==> src/rtl/jsu_pkg.sv <==
// shared types and constants for the json string unescaper
// no dependencies; every other file but jsu_ifs imports this package

package jsu_pkg;

  // queue depth between the decoder and the serialiser
  localparam int unsigned JSU_QUEUE_DEPTH = 2;

  typedef enum logic [1:0] {
    RK_DATA   = 2'd0,
    RK_CLOSED = 2'd1,
    RK_ERROR  = 2'd2
  } kind_t;

  typedef enum logic [2:0] {
    ERR_UNTERMINATED     = 3'd0,
    ERR_CONTROL_CHAR     = 3'd1,
    ERR_UNTERMINATED_ESC = 3'd2,
    ERR_BAD_U            = 3'd3,
    ERR_UNPAIRED_HIGH    = 3'd4,
    ERR_BAD_LOW          = 3'd5,
    ERR_UNPAIRED_LOW     = 3'd6,
    ERR_BAD_ESCAPE       = 3'd7
  } err_t;

  typedef enum logic [2:0] {
    PH_PLAIN   = 3'd0,
    PH_ESC     = 3'd1,
    PH_HEX1    = 3'd2,
    PH_WANT_BS = 3'd3,
    PH_WANT_U  = 3'd4,
    PH_HEX2    = 3'd5
  } phase_t;

  // one run of results caused by one input item, bytes[0] goes out first
  typedef struct packed {
    kind_t           kind;
    err_t            code;
    logic [1:0]      last_idx;
    logic [3:0][7:0] bytes;
  } desc_t;

  localparam logic [7:0] CH_QUOTE     = 8'h22;
  localparam logic [7:0] CH_BACKSLASH = 8'h5C;
  localparam logic [7:0] CH_SLASH     = 8'h2F;
  localparam logic [7:0] CH_LOWER_B   = 8'h62;
  localparam logic [7:0] CH_LOWER_F   = 8'h66;
  localparam logic [7:0] CH_LOWER_N   = 8'h6E;
  localparam logic [7:0] CH_LOWER_R   = 8'h72;
  localparam logic [7:0] CH_LOWER_T   = 8'h74;
  localparam logic [7:0] CH_LOWER_U   = 8'h75;
  localparam logic [7:0] CH_SPACE     = 8'h20;

  localparam logic [20:0] CP_MAX_1B   = 21'h00007F;
  localparam logic [20:0] CP_MAX_2B   = 21'h0007FF;
  localparam logic [20:0] CP_MAX_3B   = 21'h00FFFF;
  localparam logic [20:0] CP_SUPP_BASE = 21'h010000;

  // top six bits of a high and of a low surrogate
  localparam logic [5:0] SURR_HIGH_TAG = 6'b110110;
  localparam logic [5:0] SURR_LOW_TAG  = 6'b110111;

endpackage

==> src/rtl/jsu_ifs.sv <==
// channel interfaces of the json string unescaper
// input carries one raw byte or an end marker, output one result item

interface jsu_in_if;
  logic       valid;
  logic       ready;
  logic [7:0] byte_value;
  logic       input_end;

  modport source (output valid, output byte_value, output input_end, input ready);
  modport sink   (input valid, input byte_value, input input_end, output ready);
endinterface

interface jsu_out_if;
  logic       valid;
  logic       ready;
  logic [1:0] result_kind;
  logic [7:0] out_byte;
  logic [2:0] error_code;
  logic       last_of_run;

  modport source (output valid, output result_kind, output out_byte,
                  output error_code, output last_of_run, input ready);
  modport sink   (input valid, input result_kind, input out_byte,
                  input error_code, input last_of_run, output ready);
endinterface

==> src/rtl/json_string_unescape_utf8_core.sv <==
// top level of the json string unescaper to utf-8
// depends on jsu_pkg, jsu_ifs, jsu_front, jsu_queue and jsu_back
//
// in_chan takes one byte of a json string body per item (after the opening
// quote), or an end marker when input_end is high. out_chan gives result
// items: a decoded utf-8 byte, a closed marker or an error code. every item
// that gives results gives one to four of them, and the last one carries
// last_of_run; a backslash, an unfinished hex digit or a pair separator gives
// none.
// each result is registered in the descriptor queue and then in the serialiser before it is offered.
// throughput: one item per cycle while each item gives at most one result and
// out_chan stays ready; a \u escape that expands to several utf-8 bytes holds
// the output while they go out, and the descriptor queue absorbs that so input
// keeps flowing until it fills. the output port shows one byte per cycle while
// ready, so the serialiser sets the sustained rate of output bytes.
// a stall on out_chan holds the current result steady; the queue then fills
// and in_chan.ready drops until room returns.
// reset (rst_n low, synchronous) empties the queue and the serialiser and
// puts the decoder back into the plain string body with its hex and
// surrogate registers cleared.

module json_string_unescape_utf8_core #(
  parameter int unsigned QUEUE_DEPTH = jsu_pkg::JSU_QUEUE_DEPTH
) (
  input  logic      clk,
  input  logic      rst_n,
  jsu_in_if.sink    in_chan,
  jsu_out_if.source out_chan
);
  import jsu_pkg::*;

  // decoder to queue
  logic  push_valid;
  logic  push_ready;
  desc_t push_data;

  // queue to serialiser
  logic  pop_valid;
  logic  pop_ready;
  desc_t pop_data;

  // front end classifies each byte and builds the whole run at once
  jsu_front u_front (
    .clk        (clk),
    .rst_n      (rst_n),
    .in_chan    (in_chan),
    .push_valid (push_valid),
    .push_ready (push_ready),
    .push_data  (push_data)
  );

  // decouples the two halves so a long run does not stall the decoder until the queue fills
  jsu_queue #(
    .DEPTH (QUEUE_DEPTH)
  ) u_queue (
    .clk        (clk),
    .rst_n      (rst_n),
    .push_valid (push_valid),
    .push_ready (push_ready),
    .push_data  (push_data),
    .pop_valid  (pop_valid),
    .pop_ready  (pop_ready),
    .pop_data   (pop_data)
  );

  // back end hands the run out one item per cycle while out_chan is ready
  jsu_back u_back (
    .clk       (clk),
    .rst_n     (rst_n),
    .pop_valid (pop_valid),
    .pop_ready (pop_ready),
    .pop_data  (pop_data),
    .out_chan  (out_chan)
  );

endmodule

==> src/rtl/jsu_front.sv <==
// decoder front end: escape state machine, hex gathering, utf-8 encoding
// depends on jsu_pkg and jsu_in_if; pushes one run descriptor per item that gives results

module jsu_front (
  input  logic           clk,
  input  logic           rst_n,
  jsu_in_if.sink         in_chan,
  output logic           push_valid,
  input  logic           push_ready,
  output jsu_pkg::desc_t push_data
);
  import jsu_pkg::*;

  phase_t      phase_r, phase_nxt;
  logic [15:0] acc_r, acc_nxt;
  logic [1:0]  cnt_r, cnt_nxt;
  logic [9:0]  hs_r, hs_nxt;

  logic        accept;
  logic [7:0]  c;
  logic        fin;
  logic        hex_ok;
  logic [3:0]  hex_val;
  logic [15:0] acc_shift;
  logic        last_digit;
  logic        is_high;
  logic        is_low;
  logic [20:0] supp_cp;
  logic        esc_ok;
  logic [7:0]  esc_val;
  logic        res_valid;
  desc_t       res;

  function automatic desc_t single(input kind_t k, input err_t e, input logic [7:0] b);
    desc_t r;
    r          = '0;
    r.kind     = k;
    r.code     = e;
    r.bytes[0] = b;
    return r;
  endfunction

  function automatic desc_t utf8_run(input logic [20:0] cp);
    desc_t r;
    r      = '0;
    r.kind = RK_DATA;
    r.code = ERR_UNTERMINATED;
    if (cp <= CP_MAX_1B) begin
      r.bytes[0] = cp[7:0];
      r.last_idx = 2'd0;
    end else if (cp <= CP_MAX_2B) begin
      r.bytes[0] = {3'b110, cp[10:6]};
      r.bytes[1] = {2'b10, cp[5:0]};
      r.last_idx = 2'd1;
    end else if (cp <= CP_MAX_3B) begin
      r.bytes[0] = {4'b1110, cp[15:12]};
      r.bytes[1] = {2'b10, cp[11:6]};
      r.bytes[2] = {2'b10, cp[5:0]};
      r.last_idx = 2'd2;
    end else begin
      r.bytes[0] = {5'b11110, cp[20:18]};
      r.bytes[1] = {2'b10, cp[17:12]};
      r.bytes[2] = {2'b10, cp[11:6]};
      r.bytes[3] = {2'b10, cp[5:0]};
      r.last_idx = 2'd3;
    end
    return r;
  endfunction

  assign c      = in_chan.byte_value;
  assign fin    = in_chan.input_end;
  assign accept = in_chan.valid && in_chan.ready;

  // the queue having room is the only thing that holds the input
  assign in_chan.ready = push_ready;

  // hex digit in either case
  always_comb begin
    hex_ok  = 1'b1;
    hex_val = 4'd0;
    if (c >= 8'h30 && c <= 8'h39) begin
      hex_val = 4'(c - 8'h30);
    end else if (c >= 8'h61 && c <= 8'h66) begin
      hex_val = 4'(c - 8'h57);
    end else if (c >= 8'h41 && c <= 8'h46) begin
      hex_val = 4'(c - 8'h37);
    end else begin
      hex_ok = 1'b0;
    end
  end

  always_comb begin
    esc_ok  = 1'b1;
    esc_val = 8'h00;
    case (c)
      CH_QUOTE:     esc_val = 8'h22;
      CH_BACKSLASH: esc_val = 8'h5C;
      CH_SLASH:     esc_val = 8'h2F;
      CH_LOWER_B:   esc_val = 8'h08;
      CH_LOWER_F:   esc_val = 8'h0C;
      CH_LOWER_N:   esc_val = 8'h0A;
      CH_LOWER_R:   esc_val = 8'h0D;
      CH_LOWER_T:   esc_val = 8'h09;
      default:      esc_ok  = 1'b0;
    endcase
  end

  assign acc_shift  = {acc_r[11:0], hex_val};
  assign last_digit = (cnt_r == 2'd3);
  assign is_high    = (acc_shift[15:10] == SURR_HIGH_TAG);
  assign is_low     = (acc_shift[15:10] == SURR_LOW_TAG);
  assign supp_cp    = CP_SUPP_BASE + {1'b0, hs_r, acc_shift[9:0]};

  // next state
  always_comb begin
    phase_nxt = phase_r;
    acc_nxt   = acc_r;
    cnt_nxt   = cnt_r;
    hs_nxt    = hs_r;
    unique case (phase_r)
      PH_ESC: begin
        if (fin) begin
          phase_nxt = PH_PLAIN; acc_nxt = '0; cnt_nxt = '0; hs_nxt = '0;
        end else if (c == CH_LOWER_U) begin
          phase_nxt = PH_HEX1; acc_nxt = '0; cnt_nxt = '0;
        end else if (esc_ok) begin
          phase_nxt = PH_PLAIN;
        end else begin
          phase_nxt = PH_PLAIN; acc_nxt = '0; cnt_nxt = '0; hs_nxt = '0;
        end
      end
      PH_HEX1, PH_HEX2: begin
        if (fin || !hex_ok) begin
          phase_nxt = PH_PLAIN; acc_nxt = '0; cnt_nxt = '0; hs_nxt = '0;
        end else if (!last_digit) begin
          acc_nxt = acc_shift;
          cnt_nxt = cnt_r + 2'd1;
        end else if (phase_r == PH_HEX1 && is_high) begin
          acc_nxt   = acc_shift;
          cnt_nxt   = '0;
          hs_nxt    = acc_shift[9:0];
          phase_nxt = PH_WANT_BS;
        end else begin
          phase_nxt = PH_PLAIN; acc_nxt = '0; cnt_nxt = '0; hs_nxt = '0;
        end
      end
      PH_WANT_BS: begin
        if (fin || c != CH_BACKSLASH) begin
          phase_nxt = PH_PLAIN; acc_nxt = '0; cnt_nxt = '0; hs_nxt = '0;
        end else begin
          phase_nxt = PH_WANT_U;
        end
      end
      PH_WANT_U: begin
        if (fin || c != CH_LOWER_U) begin
          phase_nxt = PH_PLAIN; acc_nxt = '0; cnt_nxt = '0; hs_nxt = '0;
        end else begin
          phase_nxt = PH_HEX2; acc_nxt = '0; cnt_nxt = '0;
        end
      end
      default: begin
        // plain body, also the two unused codes
        if (fin || c == CH_QUOTE || c < CH_SPACE) begin
          phase_nxt = PH_PLAIN; acc_nxt = '0; cnt_nxt = '0; hs_nxt = '0;
        end else if (c == CH_BACKSLASH) begin
          phase_nxt = PH_ESC;
        end else begin
          phase_nxt = PH_PLAIN;
        end
      end
    endcase
  end

  // results of this item
  always_comb begin
    res_valid = 1'b0;
    res       = '0;
    unique case (phase_r)
      PH_ESC: begin
        if (fin) begin
          res_valid = 1'b1; res = single(RK_ERROR, ERR_UNTERMINATED_ESC, 8'h00);
        end else if (c == CH_LOWER_U) begin
          res_valid = 1'b0;
        end else if (esc_ok) begin
          res_valid = 1'b1; res = single(RK_DATA, ERR_UNTERMINATED, esc_val);
        end else begin
          res_valid = 1'b1; res = single(RK_ERROR, ERR_BAD_ESCAPE, 8'h00);
        end
      end
      PH_HEX1: begin
        if (fin || !hex_ok) begin
          res_valid = 1'b1; res = single(RK_ERROR, ERR_BAD_U, 8'h00);
        end else if (last_digit && is_low) begin
          res_valid = 1'b1; res = single(RK_ERROR, ERR_UNPAIRED_LOW, 8'h00);
        end else if (last_digit && !is_high) begin
          res_valid = 1'b1; res = utf8_run({5'd0, acc_shift});
        end
      end
      PH_HEX2: begin
        if (fin || !hex_ok || (last_digit && !is_low)) begin
          res_valid = 1'b1; res = single(RK_ERROR, ERR_BAD_LOW, 8'h00);
        end else if (last_digit) begin
          res_valid = 1'b1; res = utf8_run(supp_cp);
        end
      end
      PH_WANT_BS: begin
        if (fin || c != CH_BACKSLASH) begin
          res_valid = 1'b1; res = single(RK_ERROR, ERR_UNPAIRED_HIGH, 8'h00);
        end
      end
      PH_WANT_U: begin
        if (fin || c != CH_LOWER_U) begin
          res_valid = 1'b1; res = single(RK_ERROR, ERR_UNPAIRED_HIGH, 8'h00);
        end
      end
      default: begin
        if (fin) begin
          res_valid = 1'b1; res = single(RK_ERROR, ERR_UNTERMINATED, 8'h00);
        end else if (c == CH_QUOTE) begin
          res_valid = 1'b1; res = single(RK_CLOSED, ERR_UNTERMINATED, 8'h00);
        end else if (c < CH_SPACE) begin
          res_valid = 1'b1; res = single(RK_ERROR, ERR_CONTROL_CHAR, 8'h00);
        end else if (c != CH_BACKSLASH) begin
          res_valid = 1'b1; res = single(RK_DATA, ERR_UNTERMINATED, c);
        end
      end
    endcase
  end

  assign push_valid = accept && res_valid;
  assign push_data  = res;

  always_ff @(posedge clk) begin
    if (!rst_n) begin
      phase_r <= PH_PLAIN;
      acc_r   <= '0;
      cnt_r   <= '0;
      hs_r    <= '0;
    end else if (accept) begin
      phase_r <= phase_nxt;
      acc_r   <= acc_nxt;
      cnt_r   <= cnt_nxt;
      hs_r    <= hs_nxt;
    end
  end

endmodule

==> src/rtl/jsu_queue.sv <==
// short queue of run descriptors between decoder and serialiser
// depends on jsu_pkg; flop storage, depth set by parameter

module jsu_queue #(
  parameter int unsigned DEPTH = jsu_pkg::JSU_QUEUE_DEPTH
) (
  input  logic           clk,
  input  logic           rst_n,
  input  logic           push_valid,
  output logic           push_ready,
  input  jsu_pkg::desc_t push_data,
  output logic           pop_valid,
  input  logic           pop_ready,
  output jsu_pkg::desc_t pop_data
);
  import jsu_pkg::*;

  localparam int unsigned PW = (DEPTH > 1) ? $clog2(DEPTH) : 1;
  localparam int unsigned CW = $clog2(DEPTH + 1);

  desc_t          mem_r [DEPTH];
  logic [PW-1:0]  wr_ptr_r, wr_ptr_nxt;
  logic [PW-1:0]  rd_ptr_r, rd_ptr_nxt;
  logic [CW-1:0]  count_r, count_nxt;
  logic           do_push;
  logic           do_pop;

  assign push_ready = (count_r != CW'(DEPTH));
  assign pop_valid  = (count_r != '0);
  assign pop_data   = mem_r[rd_ptr_r];
  assign do_push    = push_valid && push_ready;
  assign do_pop     = pop_valid && pop_ready;

  always_comb begin
    wr_ptr_nxt = wr_ptr_r;
    rd_ptr_nxt = rd_ptr_r;
    count_nxt  = count_r;
    if (do_push) begin
      wr_ptr_nxt = (wr_ptr_r == PW'(DEPTH - 1)) ? '0 : wr_ptr_r + PW'(1);
    end
    if (do_pop) begin
      rd_ptr_nxt = (rd_ptr_r == PW'(DEPTH - 1)) ? '0 : rd_ptr_r + PW'(1);
    end
    if (do_push && !do_pop) begin
      count_nxt = count_r + CW'(1);
    end else if (do_pop && !do_push) begin
      count_nxt = count_r - CW'(1);
    end
  end

  always_ff @(posedge clk) begin
    if (!rst_n) begin
      wr_ptr_r <= '0;
      rd_ptr_r <= '0;
      count_r  <= '0;
    end else begin
      wr_ptr_r <= wr_ptr_nxt;
      rd_ptr_r <= rd_ptr_nxt;
      count_r  <= count_nxt;
    end
  end

  always_ff @(posedge clk) begin
    if (do_push) begin
      mem_r[wr_ptr_r] <= push_data;
    end
  end

endmodule

==> src/rtl/jsu_back.sv <==
// serialiser back end: turns one run descriptor into one to four items
// depends on jsu_pkg and jsu_out_if

module jsu_back (
  input  logic           clk,
  input  logic           rst_n,
  input  logic           pop_valid,
  output logic           pop_ready,
  input  jsu_pkg::desc_t pop_data,
  jsu_out_if.source      out_chan
);
  import jsu_pkg::*;

  desc_t      cur_r;
  logic       cur_valid_r;
  logic [1:0] idx_r;
  logic       at_last;
  logic       load;

  assign at_last   = (idx_r == cur_r.last_idx);
  assign load      = !cur_valid_r || (out_chan.ready && at_last);
  assign pop_ready = load;

  assign out_chan.valid       = cur_valid_r;
  assign out_chan.result_kind = cur_r.kind;
  assign out_chan.out_byte    = cur_r.bytes[idx_r];
  assign out_chan.error_code  = cur_r.code;
  assign out_chan.last_of_run = at_last;

  always_ff @(posedge clk) begin
    if (!rst_n) begin
      cur_valid_r <= 1'b0;
      idx_r       <= '0;
    end else if (load) begin
      cur_valid_r <= pop_valid;
      idx_r       <= '0;
    end else if (out_chan.ready) begin
      idx_r <= idx_r + 2'd1;
    end
  end

  always_ff @(posedge clk) begin
    if (load && pop_valid) begin
      cur_r <= pop_data;
    end
  end

endmodule

==> src/flat_wrapper.sv <==
// flat-port wrapper written by rule: the top's interface ports become plain ports
module json_string_unescape_utf8_core_flat import jsu_pkg::*;
#(
  parameter int unsigned QUEUE_DEPTH = jsu_pkg::JSU_QUEUE_DEPTH
)
  (clk, rst_n, in_chan_valid, in_chan_byte_value, in_chan_input_end, in_chan_ready, out_chan_valid, out_chan_result_kind, out_chan_out_byte, out_chan_error_code, out_chan_last_of_run, out_chan_ready);
  jsu_in_if in_chan_i ();
  jsu_out_if out_chan_i ();
  input  logic clk;
  input  logic rst_n;
  input wire logic [$bits(in_chan_i.valid)-1:0] in_chan_valid;
  input wire logic [$bits(in_chan_i.byte_value)-1:0] in_chan_byte_value;
  input wire logic [$bits(in_chan_i.input_end)-1:0] in_chan_input_end;
  output wire logic [$bits(in_chan_i.ready)-1:0] in_chan_ready;
  output wire logic [$bits(out_chan_i.valid)-1:0] out_chan_valid;
  output wire logic [$bits(out_chan_i.result_kind)-1:0] out_chan_result_kind;
  output wire logic [$bits(out_chan_i.out_byte)-1:0] out_chan_out_byte;
  output wire logic [$bits(out_chan_i.error_code)-1:0] out_chan_error_code;
  output wire logic [$bits(out_chan_i.last_of_run)-1:0] out_chan_last_of_run;
  input wire logic [$bits(out_chan_i.ready)-1:0] out_chan_ready;
  assign in_chan_i.valid = in_chan_valid;
  assign in_chan_i.byte_value = in_chan_byte_value;
  assign in_chan_i.input_end = in_chan_input_end;
  assign in_chan_ready = in_chan_i.ready;
  assign out_chan_valid = out_chan_i.valid;
  assign out_chan_result_kind = out_chan_i.result_kind;
  assign out_chan_out_byte = out_chan_i.out_byte;
  assign out_chan_error_code = out_chan_i.error_code;
  assign out_chan_last_of_run = out_chan_i.last_of_run;
  assign out_chan_i.ready = out_chan_ready;
  json_string_unescape_utf8_core #(.QUEUE_DEPTH(QUEUE_DEPTH)) u_core (.clk(clk), .rst_n(rst_n), .in_chan(in_chan_i), .out_chan(out_chan_i));
endmodule
==> config.mk <==
export PLATFORM = sky130hd
export DESIGN_NAME = json_string_unescape_utf8_core_flat
export DESIGN_NICKNAME = d
export VERILOG_FILES = /design/src/rtl/jsu_pkg.sv /design/src/rtl/jsu_ifs.sv /design/src/rtl/json_string_unescape_utf8_core.sv /design/src/rtl/jsu_front.sv /design/src/rtl/jsu_queue.sv /design/src/rtl/jsu_back.sv /design/src/flat_wrapper.sv
export SDC_FILE = /design/constraint.sdc
export NUM_CORES = 1
export LEC_CHECK = 0
export BUFFER_PORTS_ARGS = -buffer_cell sky130_fd_sc_hd__buf_2
export CAP_MARGIN = 40
export CORE_AREA = 4 4 124 126
export DETAILED_ROUTE_END_ITERATION = 8
export DIE_AREA = 0 0 128 130
export HOLD_SLACK_MARGIN = 0.15
export PLACE_DENSITY = 0.83
export SKIP_CTS_REPAIR_TIMING = 1
export SYNTH_ARGS = -nofsm -noshare
export SYNTH_HDL_FRONTEND = slang
export SYNTH_HIERARCHICAL = 1
export SYNTH_SLANG_ARGS = --single-unit
==> constraint.sdc <==
create_clock -name clk -period 3.3 [get_ports clk]
set_input_delay 0.495 -clock clk [delete_from_list [all_inputs] [get_ports clk]]
set_output_delay 0.495 -clock clk [all_outputs]
set_load 0.005 [all_outputs]
==> results of run 1 <==
## kinds of logic (layout without fill, tap and decap cells)
| kind of cell | count (synthesis) | in the layout | synth area share [%] |
|---|---|---|---|
| simple gates | 229 | 229 | 16.00 |
| fa+ha+maj | 8 | 8 | 1.256 |
| mux | 52 | 52 | 8.556 |
| flops | 152 | 152 | 52.87 |
| compound gates | 160 | 160 | 15.35 |
| other cells | 1 | 3 | 0.04705 |
| xor+xnor | 8 | 8 | 0.9734 |
| buf+inv | 77 | 143 | 4.945 |
## final cells by class
class	instances	area share, %
Sequential cell	152	46.16
Tap cell	184	2.522
Clock buffer	18	4.701
Inverter	21	0.9045
Multi-Input combinational cell	460	37.06
Clock inverter	14	1.617
Timing Repair Buffer	90	7.044
## metal layers
metal	vias up	track usage [%]	share of wire, %
li1	2750	-	-
met1	2907	32.05	42
met2	319	39.77	48
met3	51	5.935	7.6
met4	0	8.177	2.8
met5	-	0	0
## Yosys cell counts (all sizes together), types with 8 or more instances
master,number
nor2,39
nor3,22
ha,8
o22ai,15
clkbuf,22
o31ai,18
a21oi,26
o21ai,20
dfxtp,35
nor2b,10
mux2,39
inv,21
mux4,8
nand2,51
nand3,26
nand4,8
and2,11
edfxtp,117
buf,34
## tightest hold or removal path, stage by stage
cell	delay, ns
buf_2	0.13
xor2_1	0.07
and3_1	0.17
## registers in the layout, summed over array words and instances (netlist names), named ones only
register and flops:
u_core/u_back/out_chan.valid 1, u_core/u_front/cnt_r 2, u_core/u_back/out_chan.result_kind 2, u_core/u_front/acc_r 12
u_core/u_queue/count_r 2, u_core/u_back/idx_r 2, u_core/u_back/cur_r 34, u_core/u_back/out_chan.error_code 3
u_core/u_queue/wr_ptr_r 1, u_core/u_front/phase_r 3, u_core/u_queue/mem_r 78, u_core/u_queue/rd_ptr_r 1
u_core/u_front/hs_r 10
## worst min-delay path by stage
stage,slack [ns],from,to
after floorplan,0.47,u_core/u_front/acc_r[11]$_SDFFE_PN0P_,u_core/u_front/acc_r[11]$_SDFFE_PN0P_
after global placement,0.48,u_core/u_front/acc_r[11]$_SDFFE_PN0P_,u_core/u_front/acc_r[11]$_SDFFE_PN0P_
after detailed placement,0.49,u_core/u_front/acc_r[10]$_SDFFE_PN0P_,u_core/u_front/acc_r[10]$_SDFFE_PN0P_
after CTS,0.47,out_chan_ready,u_core/u_back/idx_r[0]$_SDFFE_PP0P_
after global routing,0.49,out_chan_ready,u_core/u_back/idx_r[0]$_SDFFE_PP0P_
final,0.48,out_chan_ready,u_core/u_back/idx_r[0]$_SDFFE_PP0P_
## through the flow
stage               power [mW]  area (sq um)  instances  util [%]  hold WS, ns
CTS                      6.085          9125        939     63.75       0.4734
finish                   6.043          9130        939     63.79       0.4841
detailed placement       4.185          8548        907     59.72       0.4943
global route             6.317          9130        939     63.79       0.4895
global placement         4.098          8548        907     59.72       0.4850
floorplan                3.751          7983        689         -       0.4694
## power by group through the flow
stage	Sequential [mW]	Clock [mW]	Combinational (mW)
after floorplan	2.83	0	0.917
after global placement	2.86	0	1.24
after detailed placement	2.90	0	1.28
after CTS	2.87	1.92	1.29
after global routing	2.91	2.01	1.40
final	2.87	1.89	1.29
==> flow_summary.toml, run 1 <==
[logic_synthesis]
seq_area_frac_synth_pct = 52.87
ys_warn_count = 6
synth_edf_count = 117
synth_area_leaders = "edfxtp_1 (44%), dfxtp_1 (8.8%), mux2_2 (5.5%), nand2_1 (2.4%), mux4_2 (2.3%)"
synth_seq_cells = 152
syn_area_sq_um = 7970
synthDominantAreaCellType = "edfxtp_1"
synth_cells = 687
avgSynthCellArea_sq_um = 11.60
synthArstFlopShare_pct = 0
yosysUniqueCellTypes = 95
ys.flop_type = "edfxtp_1"
synth_top_cell_area_share_pct = 44.08

[finish]
multi_input_area_sq_um = 3383
final_common_cell = "edfxtp_1"
fillers = 1079
drive_gt1_share_pct = 25.70
insertedDiodeCount = 0
area_growth_syn_to_layout_pct = 14.55
final_cell_mix = "edfxtp_1 (117), buf_4 (59), nand2_1 (51)"
regArea_sq_um = 4214
nNetsFinal = 763

[timing]
grt_setup_unrepaired = "false"
fin_tns_setup_ns = 0
slew_viol_final = 0
finalCriticalPeriod_ns = 3.061
worst_slew_pin_slew_ns = 0.8534
max_slew_margin_pct = 42.58
maxClockFrequency_ghz = 0.3266
finalSetupViolations = 0
period_share_pct = 92.77
hold_viol = 0
fin_ws_ns = 0.2386
finClkSkew_ns = 0.007680

[drt]
routedWlPerCell_um = 20.79
viasPerCell = 6.419
drtIter0Drc = 599
vias = 6027
drt_wl_total_mm = 19.52
drc = 0
ant_nets = 0
firstDrtPassIters = 5

[clock_network]
clock_sinks = 152
cts_tree = "built"
clk_pin_slew_worst_paths_ns = 0.06
cts_buffer_depth = 2
cts_root_buffer = "clkbuf_16"
cts_buffers = 17
clk_latency_ns = 0.42
htreeDepth = 4

[placement]
dp_hpwl_mm = 14.00
place_ws_ns = -0.1364
io_buffers = 28
gp_congestion = 0.9580

[critical_path]
crit_start = "in_chan_byte_value[0]"
required_ns = 3.65
end_kind = "flop"
cp.buffers_inverters = 2
cpMostUsedCell = "ha_1"
worstPathMaxFanout = 6
crit_cells = 13
critPathMaxStageDelay_ns = 0.47
path_delay_family = "simple AND/OR/NAND/NOR gates"
r2r-start = "u_core/u_front/acc_r[5]$_SDFFE_PN0P_"
reg2reg_to = "u_core/u_queue/mem_r[1][10]$_DFFE_PP_"
critical_path_arrival_ns = 3.41
path_cells = "buf_2 > inv_1 > ha_1 > or3b_2 > nand3_1 > a211oi_1 > o21ai_0 > a21oi_1 > nor3_1 > and2_1 > ha_1 > or3_1 > a21boi_1"
crit_end = "u_core/u_queue/count_r[1]$_SDFFE_PN0P_"
r2r_slack_ns = 0.28
rr_worst_depth = 7
slowest_stage = "or3b_2"
cp-start-kind = "input pin"
crit_type = "input pin to flop"

[pwr]
power.share.sequential_pct = 47.4
switching_power_mw = 1.626
swShare_pct = 26.91
ir_drop_mv = 0.3300
leakage_nw = 3.230
powerDensity_nw_per_um2 = 661.9
intPower_mw = 4.417
pwr-share-clk_pct = 31.3
p_comb_share_pct = 21.3

[grt]
grt_pass1_vias = 5883
antenna_found_initial = 0
overflow = 0
grtUsageTotal_pct = 24.32
grt_pass1_wl_mm = 31.35
grt_start_max_net_pins = 37

[die]
die-height_um = 130
die_area_sq_um = 16640
core-area_sq_um = 14310
rows = 44
num_io_pins = 29
initial_utilization_pct = 55.68
die_width_um = 128

[min_path]
hold_path_class = "input pin to flop"
whs_path_depth = 3

[outcome]
outcome = "completed"

[flow_run]
cap_violations = 0
Note: power is estimated with default switching activity, not from simulation.
==> run 2, diff against run 1 <==
==> constraint.sdc (replaced) <==
create_clock -name clk -period 3.3 [get_ports clk]
set_input_delay 0.33 -clock clk [delete_from_list [all_inputs] [get_ports clk]]
set_output_delay 0.33 -clock clk [all_outputs]
set_load 0.005 [all_outputs]
==> run 2 against run 1 <==
Effect of this change: sequential power about the same; clock power decreased by 9.5%; non-clock buffer count decreased by 17; wire length decreased by 0.57%; first-iteration DRC count increased by 18%; utilization decreased by 1.4 points; clock skew increased by 0.0056 ns; sequential share of layout area increased by 1.0 points; maximum frequency decreased by 0.71%; critical path depth decreased by 6; combinational power decreased by 3%; clock-buffer cell count increased by 4; critical endpoint is now u_core/u_queue/mem_r[0][13]$_DFFE_PP_; largest cell class unchanged.
==> flow_summary.toml, run 2 (same netlist as run 1, synthesis figures left out) <==
[placement]
dp_hpwl_mm = 14.00
gp_congestion = 0.9536
dp.cells = 890
io_buffers = 28

[finish]
nNetsFinal = 746
largest_reg_flops = 78
final_common_cell = "edfxtp_1"
fin_cells = 922
regMostFlops = "u_core/u_queue/mem_r"
reg_top3 = "u_core/u_queue/mem_r: 78 flops, u_core/u_back/cur_r: 34 flops, u_core/u_front/acc_r: 12 flops"
insertedDiodeCount = 0
drive_gt1_share_pct = 23.71
final_cell_mix = "edfxtp_1 (117), nand2_1 (51), buf_4 (42)"
post-route-util_pct = 62.37
area_growth_syn_to_layout_pct = 12.01

[critical_path]
required_ns = 3.47
crit_type = "flop to flop"
slowest_stage = "or4bb_1"
critical_path_arrival_ns = 3.26
cp-start-kind = "flop"
end_kind = "flop"
path_cells = "or3_1 > nor3_1 > or4bb_1 > nor4_4 > or2_1 > a221oi_1 > o31ai_1"
worstPathMaxFanout = 10
path_delay_family = "simple AND/OR/NAND/NOR gates"
critPathMaxStageDelay_ns = 0.66
cp.buffers_inverters = 0

[timing]
period_share_pct = 93.44
finalCriticalPeriod_ns = 3.083
maxClockFrequency_ghz = 0.3243
grt_setup_unrepaired = "false"
finalSetupViolations = 0
whs_ns = 0.3447
fin_tns_setup_ns = 0
hold_viol = 0
finClkSkew_ns = 0.01326
max_slew_margin_pct = 37.01
worst_slew_pin_slew_ns = 0.9362
slew_viol_final = 0

[drt]
drc = 0
viasPerCell = 6.416
ant_nets = 0
drtIter0Drc = 704
drt_wl_total_mm = 19.41
vias = 5916
firstDrtPassIters = 5
routedWlPerCell_um = 21.05

[outcome]
outcome = "completed"

[clock_network]
cts_root_buffer = "clkbuf_16"
clk_pin_slew_worst_paths_ns = 0.06
cts_buffers = 17
cts_buffer_depth = 2
cts_tree = "built"
clock_sinks = 152
clk_latency_ns = 0.42
htreeDepth = 4

[grt]
overflow = 0
grt_pass1_wl_mm = 30.71
grt_pass1_vias = 5616
grt_start_max_net_pins = 40
antenna_found_initial = 0
grtUsageTotal_pct = 23.86

[pwr]
leakage_nw = 3.116
ir_drop_mv = 0.4471
total_power_mw = 5.814
powerDensity_nw_per_um2 = 651.3

[die]
die_width_um = 128
die_area_sq_um = 16640
num_io_pins = 29
core-area_sq_um = 14310
die-height_um = 130
initial_utilization_pct = 55.68
rows = 44

[min_path]
hold_path_class = "input pin to flop"

[flow_run]
cap_violations = 0
run 2: cell count changes in the layout (fill, tap and decap cells not counted), sizes merged:
cell / previous run / this run
buf: 90 / 73
clkinvlp: 2 / 4
clkinv: 7 / 4
bufinv: 2 / 0
clkbuf: 18 / 22
inv: 24 / 23
run 2: worst paths after layout:
check,from,endpoint,slack (ns),cells past startpoint
worst max-delay path,u_core/u_front/hs_r[2]$_SDFFE_PN0P_,u_core/u_queue/mem_r[0][13]$_DFFE_PP_,0.22,7
worst min-delay path,out_chan_ready,u_core/u_back/idx_r[0]$_SDFFE_PP0P_,0.34,3
worst max register to register,u_core/u_front/hs_r[2]$_SDFFE_PN0P_,u_core/u_queue/mem_r[0][13]$_DFFE_PP_,0.22,7
worst min register to register,u_core/u_front/acc_r[10]$_SDFFE_PN0P_,u_core/u_front/acc_r[10]$_SDFFE_PN0P_,0.53,1
run 2: layout make-up:
type | count | area [sq um]
Inverter | 21 | 78.83
Tap cell | 184 | 230.2
Clock inverter | 10 | 71.32
Fill cell | 1095 | 5386
Timing Repair Buffer | 73 | 500.5
Sequential cell | 152 | 4214
Clock buffer | 22 | 454.2
Multi-Input combinational cell | 460 | 3378
run 2: report_power, final:
part	internal [mW]	leakage (nW)	switching, mW
logic	0.561	1.47	0.691
clock network	0.981	0.247	0.732
registers	2.70	1.40	0.151
run 2: per-layer routing:
layer | track usage [%] | wire [um] | vias up
met5 | 0 | 0 | -
met4 | 6.929 | 435 | 0
met3 | 5.076 | 1503 | 38
met2 | 39.25 | 9270 | 321
met1 | 32.22 | 8202 | 2831
li1 | - | - | 2726
run 2: through the flow:
step                instance area [sq um]  worst slack, ns
floorplan                            7979           0.1218
global placement                     8397          0.04674
detailed placement                   8402          -0.1152
CTS                                  8927           0.2167
global route                         8927          0.02524
finish                               8927           0.2166
run 2: worst min-delay path: stages:
cell,delay [ns]
buf_2,0.13
xor2_1,0.07
and3_1,0.18
==> run 3, diff against run 2 <==
--- a/config.mk
+++ b/config.mk
@@ -7,11 +7,11 @@
 export LEC_CHECK = 0
 export BUFFER_PORTS_ARGS = -buffer_cell sky130_fd_sc_hd__buf_2
 export CAP_MARGIN = 40
-export CORE_AREA = 4 4 124 126
+export CORE_AREA = 4 4 147 149
 export DETAILED_ROUTE_END_ITERATION = 8
-export DIE_AREA = 0 0 128 130
+export DIE_AREA = 0 0 151 153
 export HOLD_SLACK_MARGIN = 0.15
-export PLACE_DENSITY = 0.83
+export PLACE_DENSITY = 0.64
 export SKIP_CTS_REPAIR_TIMING = 1
 export SYNTH_ARGS = -nofsm -noshare
 export SYNTH_HDL_FRONTEND = slang
==> run 3 against run 2 <==
Effect of this change: combinational power about the same; maximum frequency increased by 2.9%; power increased by 2.3%; global-route usage decreased by 6.1 points; via count decreased by 0.74%; flip-flop and latch count unchanged; sequential share of layout area decreased by 1.4 points; utilization decreased by 17 points; critical endpoint is now u_core/u_queue/mem_r[0][10]$_DFFE_PP_; largest power group unchanged.
==> flow_summary.toml, run 3 (same netlist as run 1, synthesis figures left out) <==
[outcome]
outcome = "completed"

[die]
rows = 52
die_area_sq_um = 23100
initial_utilization_pct = 39.52
die-height_um = 153
die_width_um = 151
num_io_pins = 29
core-area_sq_um = 20170

[pwr]
leakage_nw = 3.211
ir_drop_mv = 0.3349
total_power_mw = 5.947
powerDensity_nw_per_um2 = 646.1

[drt]
drt_wl_total_mm = 19.80
viasPerCell = 5.729
ant_nets = 0
drtIter0Drc = 611
firstDrtPassIters = 5
vias = 5872
drc = 0
routedWlPerCell_um = 19.32

[timing]
grt_setup_unrepaired = "false"
finalCriticalPeriod_ns = 2.995
hold_viol = 0
finClkSkew_ns = 0.007909
period_share_pct = 90.77
maxClockFrequency_ghz = 0.3338
worst_slew_pin_slew_ns = 0.8342
whs_ns = 0.3217
fin_ws_ns = 0.3046
slew_viol_final = 0
max_slew_margin_pct = 43.96
finalSetupViolations = 0

[finish]
multi_input_area_sq_um = 3381
insertedDiodeCount = 0
fillers = 1850
regArea_sq_um = 4214
final_cell_mix = "edfxtp_1 (117), buf_4 (58), nand2_1 (51)"
final_common_cell = "edfxtp_1"
fin_cells = 1025
nNetsFinal = 763
regMostFlops = "u_core/u_queue/mem_r"
area_growth_syn_to_layout_pct = 15.48
reg_top3 = "u_core/u_queue/mem_r: 78 flops, u_core/u_back/cur_r: 34 flops, u_core/u_front/acc_r: 12 flops"
largest_reg_flops = 78
drive_gt1_share_pct = 25.83

[clock_network]
clock_sinks = 152
clk_latency_ns = 0.41
htreeDepth = 4
cts_tree = "built"
cts_buffers = 17
clk_pin_slew_worst_paths_ns = 0.06
cts_buffer_depth = 2
cts_root_buffer = "clkbuf_16"

[critical_path]
path_cells = "ha_1 > and2_1 > a21oi_1 > or4bb_1 > nor4_4 > or2_4 > buf_4 > a211oi_1 > o31ai_1"
reg2reg_to = "u_core/u_queue/mem_r[0][10]$_DFFE_PP_"
slowest_stage = "or4bb_1"
required_ns = 3.46
path_delay_family = "simple AND/OR/NAND/NOR gates"
rr_worst_depth = 9
worstPathMaxFanout = 7
critical_path_arrival_ns = 3.16
crit_type = "flop to flop"
cp.buffers_inverters = 1
end_kind = "flop"
r2r_slack_ns = 0.30
critPathMaxStageDelay_ns = 0.64
cp-start-kind = "flop"
r2r-start = "u_core/u_front/hs_r[6]$_SDFFE_PN0P_"

[placement]
place_ws_ns = -0.03945
io_buffers = 28
dp.cells = 993
gp_congestion = 0.9030
dp_hpwl_mm = 14.72

[min_path]
min_from = "out_chan_ready"
hold_path_class = "input pin to flop"
min_to = "u_core/u_back/idx_r[0]$_SDFFE_PP0P_"
whs_path_depth = 3

[grt]
grt_start_max_net_pins = 40
grt_pass1_vias = 5754
grtUsageTotal_pct = 17.74
grt_pass1_wl_mm = 32.24
antenna_found_initial = 0
overflow = 0

[flow_run]
cap_violations = 0
run 3: cell count changes in the layout (fill, tap and decap cells not counted):
cell / change
or2_1: -1
bufinv_16: +1
clkinv_2: -2
buf_1: +1
clkinvlp_4: +1
clkbuf_8: -1
inv_8: +2
inv_6: +2
or2_4: +1
clkbuf_1: -3
buf_4: +16
run 3: layout make-up:
| class | count | share of cell area (%) |
|---|---|---|
| clock buffer | 18 | 4.663 |
| clock inverter | 14 | 1.509 |
| inverter | 21 | 0.8564 |
| multi-input combinational | 460 | 36.73 |
| sequential | 152 | 45.79 |
| tap | 270 | 3.670 |
| timing repair buffer | 90 | 6.784 |
run 3: report_power, final:
group | total, mW | internal (mW) | switching [mW]
combinational | 1.27 | 0.579 | 0.691
sequential | 2.84 | 2.70 | 0.144
clock | 1.84 | 1.06 | 0.780
total | 5.95 | 4.33 | 1.62
run 3: through the flow:
stage,TNS (ns),util [%],instance area [sq um]
6_report,0,45.63,9204
5_1_grt,0,45.63,9204
4_1_cts,0,45.62,9201
3_5_place_dp,-0.07887,42.80,8633
3_3_place_gp,0,42.76,8625
2_1_floorplan,0,-,7979
run 3: metal layers:
metal  track usage (%)  part of all wire, %  vias to the layer above  wire [um]
met4             4.188                  1.6                        0        326
li1                  -                    -                     2748          -
met2             28.14                   48                      220       9423
met3             3.553                  6.5                       28       1295
met1             25.10                   44                     2876       8754
met5                 0                    0                        -          0
run 3: worst max-delay path by stage:
stage,cells past startpoint,endpoint,from,slack [ns]
floorplan,11,u_core/u_queue/mem_r[0][0]$_DFFE_PP_,in_chan_byte_value[1],0.12
global placement,9,u_core/u_queue/mem_r[1][5]$_DFFE_PP_,in_chan_byte_value[3],0.07
detailed placement,9,u_core/u_queue/mem_r[0][10]$_DFFE_PP_,in_chan_byte_value[3],-0.04
CTS,9,u_core/u_queue/mem_r[0][10]$_DFFE_PP_,u_core/u_front/hs_r[6]$_SDFFE_PN0P_,0.15
global route,9,u_core/u_queue/mem_r[0][10]$_DFFE_PP_,u_core/u_front/hs_r[6]$_SDFFE_PN0P_,0.14
finish,9,u_core/u_queue/mem_r[0][10]$_DFFE_PP_,u_core/u_front/hs_r[6]$_SDFFE_PN0P_,0.30
run 3: worst min-delay path, cell delays in order:
cell	delay [ns]
buf_2	0.13
xor2_1	0.07
and3_1	0.16
